### src/hw/rtl/strm_pkg.sv
`timescale 1ns / 1ps
// ----------------------------------------------------------------------------
// strm_pkg
// Shared types and constants of the switch to relay mapper: entry layout,
// operation and mode codes, control state and the update request/response.
// ----------------------------------------------------------------------------
package strm_pkg;

	// table size and index width
	localparam int NUM_ENTRIES = 32;
	localparam int IDX_W       = (NUM_ENTRIES > 1) ? $clog2(NUM_ENTRIES) : 1;

	// toggle window after reset, in ms
	localparam logic [15:0] WINDOW_RESET = 16'd300;

	// cloud command codes
	localparam logic [1:0] CLOUD_IDLE = 2'd0;
	localparam logic [1:0] CLOUD_ON   = 2'd1;
	localparam logic [1:0] CLOUD_OFF  = 2'd2;

	typedef enum logic [1:0] {
		OP_LOAD  = 2'd0,
		OP_EVENT = 2'd1,
		OP_CLOUD = 2'd2,
		OP_NOP   = 2'd3
	} op_t;

	typedef enum logic [1:0] {
		MODE_SINGLE = 2'd0,
		MODE_DOUBLE = 2'd1,
		MODE_DUAL   = 2'd2,
		MODE_OFF    = 2'd3
	} mode_t;

	typedef enum logic [1:0] {
		ST_IDLE,
		ST_RD_P,
		ST_RD_S,
		ST_WR_S
	} state_t;

	// one table entry
	typedef struct packed {
		mode_t       mode;
		logic [4:0]  primary;
		logic [4:0]  secondary;
		logic [1:0]  cloud;
		logic        prev;
		logic        level;
		logic        count;
		logic        stamp_valid;
		logic [31:0] stamp;
	} entry_t;

	localparam int ENTRY_W = $bits(entry_t);

	// one input item, as held during its processing
	typedef struct packed {
		op_t         op;
		logic [4:0]  pin;
		logic        switch_level;
		mode_t       output_mode;
		logic [4:0]  primary_pin;
		logic [4:0]  secondary_pin;
		logic        toggle_count_init;
		logic [1:0]  cloud_command;
		logic [31:0] now_ms;
	} item_t;

	// update result for the addressed entry and its partner
	typedef struct packed {
		entry_t      new_e;
		entry_t      new_s;
		logic        status_changed;
		logic        partner_written;
		logic        partner_level;
	} step_rsp_t;

	// table index of a 5-bit pin number
	function automatic logic [IDX_W-1:0] to_idx(input logic [4:0] pin);
		return IDX_W'(pin);
	endfunction

	// pin number lies inside the table
	function automatic logic in_range(input logic [4:0] pin);
		return (32'(pin) < NUM_ENTRIES);
	endfunction

endpackage

### src/hw/rtl/strm_ram.sv
`timescale 1ns / 1ps
// ----------------------------------------------------------------------------
// strm_ram
// Generic single write port, single read port RAM with registered read data.
// ----------------------------------------------------------------------------
module strm_ram #(
	parameter int WIDTH = 8,
	parameter int DEPTH = 32
) (
	input  logic                                      clk,
	input  logic                                      we,
	input  logic [((DEPTH > 1) ? $clog2(DEPTH) : 1)-1:0] waddr,
	input  logic [WIDTH-1:0]                          wdata,
	input  logic [((DEPTH > 1) ? $clog2(DEPTH) : 1)-1:0] raddr,
	output logic [WIDTH-1:0]                          rdata
);

	logic [WIDTH-1:0] mem [DEPTH];

	// write port and registered read
	always_ff @(posedge clk) begin
		if (we) begin
			mem[waddr] <= wdata;
		end
		rdata <= mem[raddr];
	end

endmodule

### src/hw/rtl/strm_step.sv
`timescale 1ns / 1ps
// ----------------------------------------------------------------------------
// strm_step
// Update rule of one item: load, cloud command or switch event, applied to
// the addressed entry and its partner entry as read from the table.
// ----------------------------------------------------------------------------
module strm_step (
	input  strm_pkg::item_t     item,
	input  logic [15:0]         window,
	input  strm_pkg::entry_t    e,
	input  strm_pkg::entry_t    se,
	input  logic                self_hit,
	output strm_pkg::step_rsp_t rsp
);
	import strm_pkg::*;

	logic [1:0]  cc;
	logic        s;
	logic        go;
	logic        pl;
	logic        pw;
	logic        dbl;
	logic        cnt;
	logic [31:0] age;
	entry_t      ne;
	entry_t      nse;

	assign age = item.now_ms - e.stamp;

	// cloud code three is kept as idle
	assign cc = (item.cloud_command == 2'd3) ? CLOUD_IDLE : item.cloud_command;

	// cloud override, edge detection and mode rule
	always_comb begin
		ne  = e;
		go  = 1'b0;
		s   = item.switch_level;
		pl  = 1'b0;
		pw  = 1'b0;
		dbl = 1'b0;
		cnt = e.count;
		unique case (item.op)
			OP_LOAD: begin
				ne.mode        = item.output_mode;
				ne.primary     = item.primary_pin;
				ne.secondary   = item.secondary_pin;
				ne.count       = item.toggle_count_init;
				ne.cloud       = cc;
				ne.level       = item.switch_level;
				ne.prev        = 1'b0;
				ne.stamp       = '0;
				ne.stamp_valid = 1'b0;
			end
			OP_CLOUD: begin
				ne.cloud = cc;
			end
			OP_EVENT: begin
				if (e.mode != MODE_OFF) begin
					if (e.cloud != CLOUD_IDLE) begin
						if (e.prev != s) begin
							ne.cloud = CLOUD_IDLE;
							ne.prev  = s;
							go       = 1'b1;
						end else if (e.cloud == CLOUD_ON && e.level) begin
							go = 1'b0;
						end else if (e.cloud == CLOUD_OFF && !e.level) begin
							go = 1'b0;
						end else begin
							s  = (e.cloud == CLOUD_ON);
							go = 1'b1;
						end
					end else if (e.prev != s) begin
						ne.prev = s;
						go      = 1'b1;
					end
				end
				if (go) begin
					if (e.mode == MODE_SINGLE) begin
						ne.level = s;
					end else if (e.primary != e.secondary && in_range(e.secondary)) begin
						pw = 1'b1;
						if (e.mode == MODE_DOUBLE) begin
							ne.level = s;
							pl       = s;
							dbl      = 1'b1;
						end else begin
							// dual toggle: a missing or stale stamp clears the count
							if (!e.stamp_valid || age > {16'd0, window}) begin
								cnt = 1'b0;
							end
							ne.count = cnt;
							if (s) begin
								ne.level = 1'b1;
								pl       = cnt;
							end else begin
								ne.level = 1'b0;
								pl       = 1'b0;
								ne.count = !cnt;
								if (!cnt) begin
									ne.stamp       = item.now_ms;
									ne.stamp_valid = 1'b1;
								end
							end
						end
					end
				end
			end
			default: begin
				ne = e;
			end
		endcase

		// partner write, folded into the entry itself when it is its own partner
		nse = se;
		if (pw) begin
			if (self_hit) begin
				ne.level = pl;
				if (dbl) begin
					ne.count = 1'b0;
				end
			end else begin
				nse.level = pl;
				if (dbl) begin
					nse.count = 1'b0;
				end
			end
		end
	end

	// response fields
	always_comb begin
		rsp.new_e           = ne;
		rsp.new_s           = nse;
		rsp.status_changed  = go;
		rsp.partner_written = pw;
		if (!in_range(ne.secondary)) begin
			rsp.partner_level = 1'b0;
		end else if (self_hit) begin
			rsp.partner_level = ne.level;
		end else begin
			rsp.partner_level = nse.level;
		end
	end

endmodule

### src/hw/rtl/switch_to_relay_mapper_core.sv
`timescale 1ns / 1ps
// ----------------------------------------------------------------------------
// switch_to_relay_mapper_core
// Table of switch entries mapping switch events to relay output levels, with
// cloud override, double output and dual toggle modes.
// ----------------------------------------------------------------------------
//  channel | direction | data
//  s_*     | in        | item: tuser op, tdata fields
//  m_*     | out       | result: tdata fields
//  cfg_*   | in        | toggle window in ms
//
// An item is processed in order: read of the addressed entry, read of its partner,
// write of the entry and write of the partner, through the table's one read
// and one write port. The result waits in an output register; a stalled
// m_tready holds the last step, and an item is taken only when the previous
// one has finished. Reset clears the per-entry valid bits at once, so there is
// no clearing pass; the table is ready as soon as reset is released.
// ----------------------------------------------------------------------------
module switch_to_relay_mapper_core (
	input  logic        clk,
	input  logic        arst_n,
	input  logic        s_tvalid,
	output logic        s_tready,
	// pin[4:0], switch_level[5], output_mode[7:6], primary_pin[12:8],
	// secondary_pin[17:13], toggle_count_init[18], cloud_command[20:19],
	// now_ms[52:21], zero fill[55:53]
	input  logic [55:0] s_tdata,
	// op[1:0]
	input  logic [1:0]  s_tuser,
	output logic        m_tvalid,
	input  logic        m_tready,
	// status_changed[0], out_level[1], partner_index[6:2], partner_level[7],
	// partner_written[8], zero fill[15:9]
	output logic [15:0] m_tdata,
	input  logic        cfg_valid,
	output logic        cfg_ready,
	input  logic [15:0] cfg_data
);
	import strm_pkg::*;

	state_t            state_q;
	state_t            state_d;
	item_t             item_q;
	item_t             item_in;
	logic [15:0]       window_q;
	logic [NUM_ENTRIES-1:0] vld_q;
	logic              rd_vld_q;
	logic [IDX_W-1:0]  raddr;
	logic              re;
	logic              we;
	logic [IDX_W-1:0]  waddr;
	entry_t            wdata;
	logic [ENTRY_W-1:0] rdata;
	entry_t            rd_entry;
	entry_t            e_s1;
	logic [4:0]        sec_s1;
	logic              self_s1;
	logic              pin_ok_q;
	step_rsp_t         rsp;
	step_rsp_t         rsp_s2;
	logic              out_take;
	logic              m_tvalid_q;
	logic [15:0]       m_tdata_q;
	logic [4:0]        sec_next;

	// input unpacking
	assign item_in.op                = op_t'(s_tuser);
	assign item_in.pin               = s_tdata[4:0];
	assign item_in.switch_level      = s_tdata[5];
	assign item_in.output_mode       = mode_t'(s_tdata[7:6]);
	assign item_in.primary_pin       = s_tdata[12:8];
	assign item_in.secondary_pin     = s_tdata[17:13];
	assign item_in.toggle_count_init = s_tdata[18];
	assign item_in.cloud_command     = s_tdata[20:19];
	assign item_in.now_ms            = s_tdata[52:21];

	assign s_tready  = (state_q == ST_IDLE);
	assign cfg_ready = 1'b1;
	assign m_tvalid  = m_tvalid_q;
	assign m_tdata   = m_tdata_q;

	// entries never written read as zero
	assign rd_entry = rd_vld_q ? entry_t'(rdata) : '0;

	// partner of the entry after this item
	assign sec_next = (item_q.op == OP_LOAD) ? item_q.secondary_pin : rd_entry.secondary;

	// configuration register
	always_ff @(posedge clk or negedge arst_n) begin
		if (!arst_n) begin
			window_q <= WINDOW_RESET;
		end else if (cfg_valid && cfg_ready) begin
			window_q <= cfg_data;
		end
	end

	// table port control
	always_comb begin
		state_d  = state_q;
		re       = 1'b0;
		raddr    = to_idx(item_in.pin);
		we       = 1'b0;
		waddr    = to_idx(item_q.pin);
		wdata    = rsp_s2.new_e;
		out_take = 1'b0;
		unique case (state_q)
			ST_IDLE: begin
				raddr = to_idx(item_in.pin);
				if (s_tvalid) begin
					re      = 1'b1;
					state_d = ST_RD_P;
				end
			end
			ST_RD_P: begin
				raddr   = to_idx(sec_next);
				re      = 1'b1;
				state_d = ST_RD_S;
			end
			ST_RD_S: begin
				we      = pin_ok_q;
				waddr   = to_idx(item_q.pin);
				wdata   = rsp.new_e;
				state_d = ST_WR_S;
			end
			ST_WR_S: begin
				we    = rsp_s2.partner_written && !self_s1;
				waddr = to_idx(sec_s1);
				wdata = rsp_s2.new_s;
				if (!m_tvalid_q || m_tready) begin
					out_take = 1'b1;
					state_d  = ST_IDLE;
				end
			end
			default: begin
				state_d = ST_IDLE;
			end
		endcase
	end

	// state register
	always_ff @(posedge clk or negedge arst_n) begin
		if (!arst_n) begin
			state_q <= ST_IDLE;
		end else begin
			state_q <= state_d;
		end
	end

	// valid bits, one per entry
	always_ff @(posedge clk or negedge arst_n) begin
		if (!arst_n) begin
			vld_q    <= '0;
			rd_vld_q <= 1'b0;
		end else begin
			if (we) begin
				vld_q[waddr] <= 1'b1;
			end
			if (re) begin
				rd_vld_q <= vld_q[raddr];
			end
		end
	end

	// item and pipeline payload
	always_ff @(posedge clk) begin
		if (state_q == ST_IDLE && s_tvalid) begin
			item_q   <= item_in;
			pin_ok_q <= in_range(item_in.pin);
		end
		if (state_q == ST_RD_P) begin
			e_s1    <= rd_entry;
			sec_s1  <= sec_next;
			self_s1 <= (sec_next == item_q.pin);
		end
		if (state_q == ST_RD_S) begin
			rsp_s2 <= rsp;
		end
	end

	strm_step u_step (
		.item     (item_q),
		.window   (window_q),
		.e        (e_s1),
		.se       (rd_entry),
		.self_hit (self_s1),
		.rsp      (rsp)
	);

	strm_ram #(
		.WIDTH (ENTRY_W),
		.DEPTH (NUM_ENTRIES)
	) u_table (
		.clk   (clk),
		.we    (we),
		.waddr (waddr),
		.wdata (wdata),
		.raddr (raddr),
		.rdata (rdata)
	);

	// output register
	always_ff @(posedge clk or negedge arst_n) begin
		if (!arst_n) begin
			m_tvalid_q <= 1'b0;
		end else if (out_take) begin
			m_tvalid_q <= 1'b1;
		end else if (m_tready) begin
			m_tvalid_q <= 1'b0;
		end
	end

	always_ff @(posedge clk) begin
		if (out_take) begin
			if (pin_ok_q) begin
				m_tdata_q <= {7'd0, rsp_s2.partner_written, rsp_s2.partner_level,
					rsp_s2.new_e.secondary, rsp_s2.new_e.level, rsp_s2.status_changed};
			end else begin
				m_tdata_q <= '0;
			end
		end
	end

`ifndef NO_ASSERTIONS
	// no table write while a new request can be taken
	assert property (@(posedge clk) disable iff (!arst_n) we |-> !s_tready)
		else $error("table written while idle");

	// a result never appears the cycle after a request is taken
	assert property (@(posedge clk) disable iff (!arst_n)
		(s_tvalid && s_tready) |=> !$rose(m_tvalid))
		else $error("result too early");

	// partner write only comes with an accepted change
	assert property (@(posedge clk) disable iff (!arst_n)
		(m_tvalid && m_tdata[8]) |-> m_tdata[0])
		else $error("partner written without change");

	// partner write never targets the addressed entry
	assert property (@(posedge clk) disable iff (!arst_n)
		(state_q == ST_WR_S && we) |-> (waddr != to_idx(item_q.pin)))
		else $error("partner write hits addressed entry");
`endif

endmodule
### config.mk
export PLATFORM = sky130hd
export DESIGN_NAME = switch_to_relay_mapper_core
export DESIGN_NICKNAME = d
export VERILOG_FILES = /design/src/hw/rtl/strm_pkg.sv /design/src/hw/rtl/strm_ram.sv /design/src/hw/rtl/strm_step.sv /design/src/hw/rtl/switch_to_relay_mapper_core.sv
export SDC_FILE = /design/constraint.sdc
export NUM_CORES = 2
export LEC_CHECK = 0
export BUFFER_PORTS_ARGS = -buffer_cell sky130_fd_sc_hd__buf_2
export CAP_MARGIN = 20
export CORE_UTILIZATION = 55
export DETAILED_ROUTE_END_ITERATION = 16
export GPL_TIMING_DRIVEN = 0
export PLACE_DENSITY = 0.79
export SYNTH_ARGS = -nofsm -noshare
export SYNTH_HDL_FRONTEND = slang
export SYNTH_SLANG_ARGS = --single-unit
### constraint.sdc
create_clock -name clk -period 11.3 [get_ports clk]
set_input_delay 1.695 -clock clk [delete_from_list [all_inputs] [get_ports clk]]
set_output_delay 1.695 -clock clk [all_outputs]
set_load 0.02 [all_outputs]
---- Yosys cells after proc, flatten, opt, wreduce, memory -nomap -nowiden ----
Memory sizes are Yosys's and may differ from the RTL's. A register that Yosys moved wholly into a read port is not among the register bits.
Cells that the tools add are included.
word-level totals
  output and inout port bits .............. 19
  register bits ........................... 275
  memory bits (writable) .................. 1600
  memories kept ........................... 1
memory list
  name         depth  bits a word  read ports  clocked after Yosys merged registers in  write ports  line            text
  u_table.mem  32     50           1           1                                        1            strm_ram.sv:18  logic [WIDTH-1:0] mem [DEPTH];
operators by class
  reduce and logical (&&, ||, !) cells .... 19
  magnitude comparators ................... 4
  muxes and demuxes ....................... 80
  eq/ne operators ......................... 15
  bitwise gates (word level) .............. 1
  add/sub/neg operators ................... 1
operators by type and width
  cell                  count
  $mux W34              3
  $pmux W50 S2          1
  $pmux W36 S2          1
  $mux W35              2
  $mux W1               51
  $mux W50              1
  $mux W33              1
  $gt A32 B16 Y1        1
  $or A32 B32 Y32       1
  $sub A32 B32 Y32      1
  $mux W2               8
  $mux W5               3
  $lt A5 B6 Y1 const B  2
  $mux W12              1
  $eq A2 B2 Y1 const B  5
  $eq A2 B1 Y1 const B  4
  $pmux W2 S4           1
  $logic_not A2 Y1      3
  $mux W3               2
  $ne A2 B2 Y1 const B  3
  $bmux W1 S5           1
  $demux W1 S5          1
  $eq A5 B5 Y1          1
  $ge A5 B1 Y1 const B  1
  other kinds (10)      21

---- Depth between registers and ports, before layout ----
  depth after elaboration ................. 21
  mapped depth ............................ 24
  depth with buffers taken out ............ 23

---- Hierarchy ----
From an unflattened synthesis, not the netlist that was laid out.
unflattened totals
  cell total of the unflattened synthesis .. 4918
  area total of the unflattened synthesis .. 78632.9 um^2
by module, submodules not included
  module                       cells an instance  area each (um^2)  instances
  strm_ram                     3504               63248.2           1
  switch_to_relay_mapper_core  671                10562.6           1
  strm_step                    743                4822.1            1

---- Worst setup path after synthesis ----
Ideal clock, no wire load.
  path kind ............................... register to register
  from .................................... register state_q[0]
  to ...................................... memory u_table.mem[26][0] (netlist name), enable pin
  path slack .............................. 4.657 ns
  stages on the path, launching flop included .. 9
  data required time ...................... 10.841 ns
  period minus slack after synthesis ...... 6.643 ns
  data arrival time ....................... 6.185 ns
  path buffers ............................ 2
  cells stage by stage .................... dfrtp_1 > inv_1 > ha_1 > clkbuf_1 > inv_1 > o32a_1 > or2_2 > clkbuf_1 > nor2_1
between the ends
  word-level cells in the longest chain between the ends .. 4
  elaborated cells on any way between the ends .. 6
  classes of those cells .................. 2 x eq/ne; 4 x mux
ends and longest elaborated chain
  item                           line                                text
  start: declaration             switch_to_relay_mapper_core.sv:41   state_t state_q;
  start signal: assignment       switch_to_relay_mapper_core.sv:145  state_q <= state_d;
  $eq A2 B2 Y1                   switch_to_relay_mapper_core.sv:106  unique case (state_q)
  $pmux W1 S2                    switch_to_relay_mapper_core.sv:106
  $mux W1                        strm_ram.sv:22                      if (we) begin
  $mux W1 (not written as such)  strm_ram.sv:23                      mem[waddr] <= wdata;
  end: declaration               strm_ram.sv:18
Several ways; a longest one is shown, not always the timed one.

---- Worst setup path after layout ----
  from .................................... register item_q[0] (netlist name)
  to ...................................... memory u_table.mem[24][18] (netlist name), data pin
between the ends
  word-level cells in the longest chain between the ends .. 17
ends and longest elaborated chain
  item                      line                                text
  start: declaration        switch_to_relay_mapper_core.sv:43   item_t item_q;
  start signal: assignment  switch_to_relay_mapper_core.sv:167  item_q <= item_in;
  $sub A32 B32 Y32          strm_step.sv:28                     assign age = item.now_ms - e.stamp;
  $gt A32 B16 Y1            strm_step.sv:88                     if (!e.stamp_valid || age > {16'd0, window}) begin
  $logic_or A1 B1 Y1        strm_step.sv:88
  $mux W1                   strm_step.sv:88
  $mux W1                   strm_step.sv:82                     if (e.mode == MODE_DOUBLE) begin
  $mux W1                   strm_step.sv:80                     end else if (e.primary != e.secondary && in_range(e.secondary)) begin
  $mux W1                   strm_step.sv:78                     if (e.mode == MODE_SINGLE) begin
  $mux W1                   strm_step.sv:77                     if (go) begin
  [... 2 more ...]          -
  $mux W34                  strm_step.sv:92                     if (s) begin
  $mux W34                  strm_step.sv:82
  $mux W35                  strm_step.sv:80
  $mux W34                  strm_step.sv:78
  $mux W35                  strm_step.sv:77
  $pmux W36 S2              strm_step.sv:42                     unique case (item.op)
  $pmux W50 S2              switch_to_relay_mapper_core.sv:106
  via u_table.wdata[18]     strm_ram.sv:13                      input logic [WIDTH-1:0] wdata,
The timed path passes the listed nets, and every way through them passes these cells. The select of a mux whose other input is x is not followed.

==> metrics <==
crit-path max cell delay=950 ps; worst reg2reg path depth=21; unrepaired setup endpoints after global routing=no; Setup Crit Path Kind=flip-flop to flip-flop; Worst-path clk slew=70 ps; Yosys reg bits=1925; CP max stage cell=a221o_1; Worst Setup End Kind=flip-flop; vias in the first global route=42104; Post-Syn Area=76500 um^2; Startpoint Class=flip-flop; period utilization=64.0%; number of distinct library cells after synthesis=79; CTS Buffer Depth=3; Max Fclk=138 MHz; Final Hold Violating Endpoints=0; Syn Inst Count=3949; via count=42737; multi-input combinational cell area=18500 um^2; Comb pwr share=37.5%; status=completed; CTS tree=built; top_reg_cell synth=edfxtp_1; Mean Syn Cell Area=19.4 um^2; detailed placer's ending HPWL=128 mm; Crit Path Max Fanout=32; Post-Place Setup Slack=4110 ps; internal power=17300 uW; largest area contributor in the netlist=edfxtp_1; post-route setup slack=4070 ps; setup_tns=0 ps; initial antenna violation count=12; post-route DRC violation count=0; die height=375 um; Final Wtd Congestion=0.916; FF+latch area=57000 um^2; Total GRT Usage=28.2%; initial DRC count=6316; crit path cell chain=inv_1 -> ha_1 -> fa_1 -> nand2b_1 -> a21o_1 -> a31o_1 -> nor2b_1 -> xnor2_1 -> ha_1 -> nand4_1 -> nor4_1 -> a21boi_0 -> o41ai_1 -> o21ai_0 -> a2111oi_0 -> nand4_1 -> or4_4 -> buf_6 -> a21oi_4 -> buf_6 -> a221o_1; Clock power frac=22.6%; # IOs=98; FF-to-FF setup slack=4070 ps; htree depth=4; Die Wd=375 um; number of nets in the final layout=4484; reg2reg start=item_q[0]; share of power burned in registers=39.9%; worst-margin pin slew=1260 ps; largest net degree at the start of global routing=67; Async S/R FF share, synth=2.70%; post-CTS setup buffer count=0; area grow syn2layout=15.2%; WHS=420 ps; leakage=0.0291 uW; Hold Path Origin=rsp_s2[2]; family with the most delay on the worst path=compound AO/OA/AOI/OAI gates; Net Sw Frac=34.9%; final-layout fill cell count=8507; clock sinks=1925; clock skew=42.3 ps; global-route wire length before repair=285 mm; TritonRoute pass-1 iters=10; Worst EP required=11740 ps; crit path time final=7230 ps; WL final=208 mm; initial core utilization=55.5%; DRT antenna net count=0; Crit Reg-Reg Endpoint=u_table.mem[24][18]; clock root buffer=clkbuf_16; CP bufs+invs=3; Hold Path Depth=0; GRT overflow=0; row count=136; Worst Path Arrival=7670 ps; endpoints failing setup=0; Yosys top cell area share=71.6%; Final Slew Violations=0; total of max-cap violations=0; Post-synth EDFFs=1823; Synth area leaders=edfxtp_1, mux4_2, dfrtp_1; clock buffer count from CTS=176; worst hold endpoint=m_tdata[0]; Resize count post-CTS=0; fraction of layout cells with a size suffix above 1=24.8%; Clk Latency, worst-skew pair=830 ps; PD cells=302 nW/um^2; Hold-fix buffers, CTS=0; peak supply drop=0.179 mV; die area=141000 um^2; yosys warns=0; sequential fraction of the synthesis area=74.6%; DR WL/cell=33.0 um; hold crit path type=flip-flop to flip-flop; port bufs=86; Vias/cell=6.79; Slew Limit Headroom=15.6%; Core Box Area=138000 um^2; Sw Pwr=9270 uW
==> kinds of logic after synthesis <==
group           count (synthesis)  share of synthesized area [%]
compound gates                464                           4.20
xor+xnor                       32                          0.367
fa+ha+maj                      53                          0.877
buf+inv                       290                           1.54
flops                        1925                           74.6
mux                           619                           15.0
other cells                     2                        0.00982
simple gates                  564                           3.44
==> power groups by stage <==
stage,combinational (uW),clock (uW),sequential (uW)
floorplan,5470,0,10600
global placement,8000,0,10800
detailed placement,8640,0,10800
CTS,8830,5990,10700
global route,10300,6260,10600
finish,9960,6010,10600
==> Yosys cell counts (12+ instances only) <==
cell type	number
xnor2_1	18
nor2_1	136
or2_2	35
nand2_1	230
inv_1	67
o211ai_1	71
a21o_1	12
dfxtp_1	50
a21oi_1	111
edfxtp_1	1823
a22oi_1	13
clkbuf_1	140
buf_1	55
nand2b_1	13
o221ai_1	19
nand4_1	44
o21ai_0	93
and2_1	57
mux2i_1	107
buf_2	15
dfrtp_1	48
mux4_2	408
mux2_2	104
ha_1	52
a221o_1	38
a22o_1	37
xor2_1	14
==> worst register-to-register path, cell delays in order, from the launching register on <==
cell	delay (ps)
edfxtp_1	510
inv_1	90
ha_1	250
fa_1	430
nand2b_1	190
a21o_1	240
a31o_1	250
nor2b_1	180
xnor2_1	140
ha_1	270
nand4_1	180
nor4_1	120
a21boi_0	150
o41ai_1	780
o21ai_0	200
a2111oi_0	450
nand4_1	210
or4_4	520
buf_6	160
a21oi_4	310
buf_6	230
a221o_1	950
==> metrics by stage <==
step,power [uW],cells,area [um^2],util [%]
after global routing,27200,6296,88100,64.0
after global placement,18800,5835,79200,57.5
after floorplan,16100,3955,76500,-
final,26600,6298,88100,64.0
after detailed placement,19400,5919,81100,58.9
after CTS,25500,6247,86900,63.1
==> metal layers <==
| metal | part of all wire [%] | up-vias | GRT usage, % | wire (um) |
|---|---|---|---|---|
| met1 | 34 | 21743 | 36.2 | 70400 |
| met3 | 12 | 670 | 6.70 | 24700 |
| met4 | 5.7 | 8 | 13.4 | 11900 |
| li1 | - | 16858 | - | - |
| met5 | 0.023 | - | 0 | 48 |
| met2 | 48 | 3458 | 45.8 | 101000 |
==> how the worst max path moves through the flow <==
| stage | depth (start not counted) | end | slack (ps) | from |
|---|---|---|---|---|
| 3_5_place_dp | 21 | u_table.mem[29][20] | 4110 | item_q[0] |
| 3_3_place_gp | 9 | vld_q[14] | 390 | state_q[0] |
| 2_1_floorplan | 8 | u_table.mem[26][0] | 4660 | state_q[0] |
| 4_1_cts | 21 | u_table.mem[21][20] | 4000 | item_q[0] |
| 5_1_grt | 21 | u_table.mem[18][18] | 3930 | item_q[0] |
| 6_report | 21 | u_table.mem[24][18] | 4070 | item_q[0] |
==> cell usage in the layout (no fill, tap or decap), types with 65 or more instances in the layout <==
cell type / n
a21oi_1: 109
o211ai_1: 71
clkbuf_1: 166
nand2_1: 230
clkbuf_16: 187
o21ai_0: 93
mux2_2: 104
buf_12: 65
mux2i_1: 107
buf_2: 101
nor2_1: 104
inv_1: 67
edfxtp_1: 1823
mux4_2: 408
==> registers in the layout, summed over array words and instances, names as in the netlist, 5 cells and up <==
signal	cells
e_s1	50
item_q	55
m_tdata	9
rsp_s2	103
sec_s1	5
u_table.mem	1600
u_table.rdata	50
vld_q	32
window_q	16
==> cell type report <==
class | count | area share (%)
inverter | 67 | 0.285
tap | 1794 | 2.55
clock buffer | 216 | 5.34
clock inverter | 112 | 1.18
multi-input combinational | 1740 | 21.0
antenna | 2 | 0.00568
sequential | 1925 | 64.8
buffer | 223 | 1.05
timing repair buffer | 219 | 3.78
Note: power is estimated with default switching activity, not from simulation.
